$ cat config.mk
export PLATFORM = sky130hd
export DESIGN_NAME = utf8_stream_decoder
export DESIGN_NICKNAME = d
export VERILOG_FILES = /design/src/hw/rtl/u8dec_pkg.sv /design/src/hw/rtl/u8dec_step.sv /design/src/hw/rtl/utf8_stream_decoder.sv
export SDC_FILE = /design/constraint.sdc
export NUM_CORES = 1
export LEC_CHECK = 0
export ABC_AREA = 1
export BUFFER_PORTS_ARGS = -buffer_cell sky130_fd_sc_hd__buf_2
export CORE_MARGIN = 10
export CORE_UTILIZATION = 40
export DETAILED_ROUTE_END_ITERATION = 8
export PLACE_DENSITY = 0.64
export RECOVER_POWER = 25
export SLEW_MARGIN = 20
export SYNTH_ARGS = -nofsm -noshare
export SYNTH_HDL_FRONTEND = slang
export SYNTH_SLANG_ARGS = --single-unit
$ cat constraint.sdc
create_clock -name clk_i -period 3.2 [get_ports clk_i]
set_input_delay 0.32 -clock clk_i [delete_from_list [all_inputs] [get_ports clk_i]]
set_output_delay 0.32 -clock clk_i [all_outputs]
set_load 0.05 [all_outputs]
$ cat src/hw/rtl/u8dec_pkg.sv
// ----------------------------------------------------------------------------
// u8dec_pkg
// Shared types and constants for the byte-serial UTF-8 stream decoder.
// ----------------------------------------------------------------------------
package u8dec_pkg;

  localparam int unsigned CpWidth   = 21;
  localparam int unsigned UsedWidth = 3;

  localparam logic [CpWidth-1:0] ReplacementCp = 21'h00FFFD;

  // result status codes
  typedef enum logic [1:0] {
    StatusValid     = 2'd0,
    StatusInvalid   = 2'd1,
    StatusTruncated = 2'd2
  } status_e;

  // decoder state carried between bytes
  typedef struct packed {
    logic [CpWidth-1:0] partial;
    logic [1:0]         pending;
    logic [1:0]         seen;
  } dec_state_t;

  // one result item
  typedef struct packed {
    logic [CpWidth-1:0]   code_point;
    logic [UsedWidth-1:0] bytes_used;
    status_e              status;
  } dec_result_t;

  // payload mask of a lead byte, by sequence length minus one
  function automatic logic [7:0] lead_mask(input logic [1:0] len_m1);
    logic [7:0] mask;
    case (len_m1)
      2'd0:    mask = 8'h7F;
      2'd1:    mask = 8'h1F;
      2'd2:    mask = 8'h0F;
      default: mask = 8'h07;
    endcase
    return mask;
  endfunction

endpackage

$ cat src/hw/rtl/u8dec_step.sv
// ----------------------------------------------------------------------------
// u8dec_step
// Next-state and result logic for one byte or end-of-stream mark.
// ----------------------------------------------------------------------------
module u8dec_step (
  input  u8dec_pkg::dec_state_t  state_i,
  input  logic [7:0]             data_byte_i,
  input  logic                   stream_end_i,
  output u8dec_pkg::dec_state_t  state_o,
  output logic                   emit_o,
  output u8dec_pkg::dec_result_t result_o
);
  import u8dec_pkg::*;

  logic                is_cont;
  logic                is_ascii;
  logic [1:0]          len_m1;
  logic [CpWidth-1:0]  shifted;
  logic [1:0]          pending_dec;
  dec_state_t          idle_state;

  // classify the byte
  always_comb begin
    is_ascii = ~data_byte_i[7];
    is_cont  = data_byte_i[7] & ~data_byte_i[6];
    if (~data_byte_i[5]) begin
      len_m1 = 2'd1;
    end else if (~data_byte_i[4]) begin
      len_m1 = 2'd2;
    end else begin
      len_m1 = 2'd3;
    end
  end

  assign shifted     = {state_i.partial[CpWidth-7:0], data_byte_i[5:0]};
  assign pending_dec = state_i.pending - 2'd1;
  assign idle_state  = '{partial: '0, pending: 2'd0, seen: 2'd0};

  // sequence tracking
  always_comb begin
    state_o  = state_i;
    emit_o   = 1'b0;
    result_o = '{code_point: ReplacementCp, bytes_used: 3'd1, status: StatusInvalid};
    if (stream_end_i) begin
      // end of stream cuts an open sequence short
      if (state_i.pending != 2'd0) begin
        emit_o   = 1'b1;
        result_o = '{code_point: ReplacementCp,
                     bytes_used: {1'b0, state_i.seen},
                     status:     StatusTruncated};
        state_o  = idle_state;
      end
    end else if (state_i.pending == 2'd0) begin
      if (is_cont) begin
        // stray continuation byte
        emit_o = 1'b1;
      end else if (is_ascii) begin
        emit_o   = 1'b1;
        result_o = '{code_point: {{(CpWidth-7){1'b0}}, data_byte_i[6:0]},
                     bytes_used: 3'd1,
                     status:     StatusValid};
      end else begin
        // multi-byte lead opens a sequence
        state_o.partial = {{(CpWidth-8){1'b0}}, data_byte_i & lead_mask(len_m1)};
        state_o.pending = len_m1;
        state_o.seen    = 2'd1;
      end
    end else if (!is_cont) begin
      // broken sequence, offending byte dropped
      emit_o   = 1'b1;
      result_o = '{code_point: ReplacementCp,
                   bytes_used: {1'b0, state_i.seen},
                   status:     StatusInvalid};
      state_o  = idle_state;
    end else if (pending_dec == 2'd0) begin
      // last continuation completes the code point
      emit_o   = 1'b1;
      result_o = '{code_point: shifted,
                   bytes_used: {1'b0, state_i.seen} + 3'd1,
                   status:     StatusValid};
      state_o  = idle_state;
    end else begin
      state_o.partial = shifted;
      state_o.pending = pending_dec;
      state_o.seen    = state_i.seen + 2'd1;
    end
  end

endmodule

$ cat src/hw/rtl/utf8_stream_decoder.sv
// ----------------------------------------------------------------------------
// utf8_stream_decoder
// Byte-serial UTF-8 decoder with input register and result register.
// ----------------------------------------------------------------------------
// A result passes through the input register, then the result register.
// Throughput: one byte per cycle while the receiver does not stall, set by
// the combinational decode step between the two registers.
// Reset: asynchronous, clears both stages and returns the decoder to idle.
module utf8_stream_decoder (
  input  logic        clk_i,
  input  logic        rst_ni,
  input  logic        in_valid_i,
  output logic        in_stall_o,
  input  logic [7:0]  data_byte_i,
  input  logic        stream_end_i,
  output logic        out_valid_o,
  input  logic        out_stall_i,
  output logic [20:0] code_point_o,
  output logic [2:0]  bytes_used_o,
  output logic [1:0]  status_o
);
  import u8dec_pkg::*;

  logic        in_valid_q;
  logic [7:0]  byte_q;
  logic        end_q;
  logic        out_valid_q;
  logic        advance;
  logic        load;
  logic        emit;
  dec_state_t  state_q, state_d;
  dec_result_t result, result_q;

  // handshake control
  assign advance    = in_valid_q & (~out_valid_q | ~out_stall_i);
  assign in_stall_o = in_valid_q & ~advance;
  assign load       = in_valid_i & ~in_stall_o;

  // decode step
  u8dec_step u_step (
    .state_i      (state_q),
    .data_byte_i  (byte_q),
    .stream_end_i (end_q),
    .state_o      (state_d),
    .emit_o       (emit),
    .result_o     (result)
  );

  // control and decoder state
  always_ff @(posedge clk_i or negedge rst_ni) begin
    if (!rst_ni) begin
      in_valid_q  <= 1'b0;
      out_valid_q <= 1'b0;
      state_q     <= '{partial: '0, pending: 2'd0, seen: 2'd0};
    end else begin
      if (load) begin
        in_valid_q <= 1'b1;
      end else if (advance) begin
        in_valid_q <= 1'b0;
      end
      if (advance) begin
        out_valid_q <= emit;
        state_q     <= state_d;
      end else if (out_valid_q && !out_stall_i) begin
        out_valid_q <= 1'b0;
      end
    end
  end

  // payload registers
  always_ff @(posedge clk_i) begin
    if (load) begin
      byte_q <= data_byte_i;
      end_q  <= stream_end_i;
    end
    if (advance && emit) begin
      result_q <= result;
    end
  end

  // result transfer
  assign out_valid_o  = out_valid_q;
  assign code_point_o = result_q.code_point;
  assign bytes_used_o = result_q.bytes_used;
  assign status_o     = result_q.status;

endmodule

==> results.toml <==
[global_routing]
first_global_vias = 1700
grt_max_degree = 27
grt_remaining_overflow = 0
grt_first_pass_wirelength_um = 8070
grtUsageTotal = 0.100
antenna_found_initial = 0

[floorplan]
row_count = 28
start_util = 0.412
die_w_um = 97.8
die_h_um = 97.8
core-area_um2 = 5890
ioPinCount = 41
dieArea_um2 = 9570

[logic_synthesis]
syn_avg_cell_area_um2 = 10.4
ys_seq_area_frac = 0.650
synth_cell_types = 24
ys_ff_latch = 56
yosys_warnings = 0
synth_area_um2 = 2420
synth_nets = 251
syn_inst = 233

[flow_run]
cap_violations = 0

[power]
peakVddDrop_mv = 0.305
total_power_uw = 2260
p_per_area_nw_per_um2 = 814
p_leak_uw = 0.00113

[timing]
final.setup.tns_ps = 0
clock_skew_ps = 4.55
hold_viol = 0
period_minus_slack_ps = 2130
tightestPinTransition_ps = 1260
maxSlewHeadroom = 0.161
setup_viol = 0
setup_ws_ps = 1070
max_freq_ghz = 0.470
rsz0062_at_grt = "false"
fin_crit_sh = 0.666
slew_violations = 0

[cells_and_area]
multi_input_area_um2 = 731
nFillCells = 589
drive_gt1_frac = 0.225
utilization = 0.471
finalNetCount = 293
area_delta_synth_final_pct = 14.4
n_antenna_cell = 0
final-seq-area_um2 = 1580

[worst_setup_path]
cp_top_family = "buffers and inverters"
slowest_delay_ps = 420
path_buf_inv = 2
crit_path_end_kind = "flip-flop"
crit_path_max_fanout = 26
cp-start-kind = "flip-flop"
crit_slowest_cell = "dfrtp_1"
worstPathRequired_ps = 3190
cp_cell_sequence = "inv_1, ha_1, nor2_2, nand2_1, nand3_1, a21oi_2, buf_4"
worstSetupPathType = "reg -> reg"
worstPathArrival_ps = 2120

[clock_network]
insertion_delay_ps = 310
cts_root_buffer = "clkbuf_8"
cts_tree = "done"
clockBufferDepth = 2
clk_pin_slew_ps = 90
cts_sinks = 56
cts_buffers = 5
htree_levels = 2
cts_setup_buffers = 0

[run_status]
outcome = "finished, final reports clean"

[placed_design]
io_buffer_count = 40
post-place-ws_ps = 1070
place_congestion = 0.854
place_hpwl_um = 3430

[routing]
routedWlPerCell_um = 13.5
via_per_inst = 4.81
vias = 1690
routed_wl_um = 4740
dr.first_iter.drc_count = 105
drc = 0
detail-route-antenna-nets = 0
drt-pass1-iter-count = 4

[worst_hold_path]
hold_path_class = "in -> reg"
-- report_power, final --
| group | switching (uW) | internal [uW] | total (uW) |
|---|---|---|---|
| clock network | 219 | 152 | 371 |
| logic | 671 | 193 | 864 |
| registers | 72.4 | 949 | 1020 |
| total | 962 | 1290 | 2260 |
-- worst register-to-register path: cells and delay by family, from the launching register on --
kind | cells | cell delay, ps
adder cells (fa/ha/maj) | 1 | 390
AND/OR/NAND/NOR | 3 | 400
buffers and inverters | 2 | 440
flip-flops | 1 | 420
AO/OA/AOI/OAI | 1 | 140
-- flip-flops by register name, indices dropped and copies added (netlist names) --
name          flops
byte_q            8
status_o          2
state_q          19
bytes_used_o      3
in_valid_q        1
out_valid_o       1
end_q             1
code_point_o     21
-- final cells by class --
cell class                 count  share of cell area
inverter                      20              0.0271
multi-input combinational    150               0.264
sequential                    56               0.569
timing repair buffer          42              0.0767
clock inverter                 2             0.00406
clock buffer                   6              0.0262
tap                           75              0.0338
-- cells in the mapped netlist --
library cell  instances  area, um2
a21oi_1               4       20.0
nor2_1               17       63.8
inv_1                16       60.1
nand4_1               2       12.5
buf_4                 2       15.0
nand2_1              64        240
inv_2                 4       15.0
clkbuf_1              1       3.75
buf_6                 1       11.3
or2_1                 1       6.26
ha_1                  5       62.6
nand3b_1              1       7.51
buf_2                 3       15.0
nor2_4                2       22.5
o21ai_0              16       80.1
nor3b_1               1       7.51
edfxtp_1             35       1050
nand3_2               1       10.0
nor3_1                2       10.0
nand3_1              17       85.1
nand2_2              10       62.6
dfrtp_1              21        526
nor2_2                1       6.26
o21ai_1               6       30.0
-- timing repair --
item	4_1_cts	5_1_grt
resized for setup	0	0
endpoints found under the hold margin	21	0
setup endpoints to repair	0	0
hold buffers	1	0
-- worst paths after layout --
path                                start         endpoint  slack, ps  depth (start not counted)
hold / removal             data_byte_i[0]        byte_q[0]        180                          1
setup / recovery               state_q[2]  bytes_used_o[1]       1070                          7
max in group asynchronous          rst_ni      state_q[17]       1660                          2
min in group asynchronous          rst_ni       state_q[4]        800                          2
setup reg to reg               state_q[2]  bytes_used_o[1]       1070                          7
hold reg to reg               state_q[16]      state_q[16]        490                          2
-- metrics by stage --
step | hold WS [ps] | instance area [um2] | cells
6_report | 178 | 2770 | 351
5_1_grt | 167 | 2770 | 351
4_1_cts | 175 | 2780 | 351
3_5_place_dp | 322 | 2680 | 342
3_3_place_gp | 313 | 2680 | 342
2_1_floorplan | 24.4 | 2420 | 233
-- per-layer routing --
layer,GRT usage,up-vias,part of all wire
met5,0,-,0
met4,0.0268,0,0.0099
met3,0.0374,6,0.075
met2,0.159,54,0.47
met1,0.125,777,0.44
li1,-,853,-
-- cells in the final DEF, fill, tap and decap left out, drive strengths merged --
master | Yosys | final
nand3 | 18 | 18
inv | 20 | 20
nand4 | 2 | 2
buf | 6 | 37
a21oi | 4 | 4
dlygate4sd3 | 0 | 1
edfxtp | 35 | 35
nand3b | 1 | 1
clkbuf | 1 | 10
dfrtp | 21 | 21
nor2 | 20 | 20
nor3b | 1 | 1
nand2 | 74 | 74
or2 | 1 | 1
clkinvlp | 0 | 1
o21ai | 22 | 22
nor3 | 2 | 2
clkinv | 0 | 1
ha | 5 | 5
-- cell families after synthesis --
family / synth area share
buf+inv: 0.0496
simple gates: 0.220
fa+ha+maj: 0.0258
flops: 0.650
compound gates: 0.0537
No activity file was read; power rests on OpenSTA's default activity.
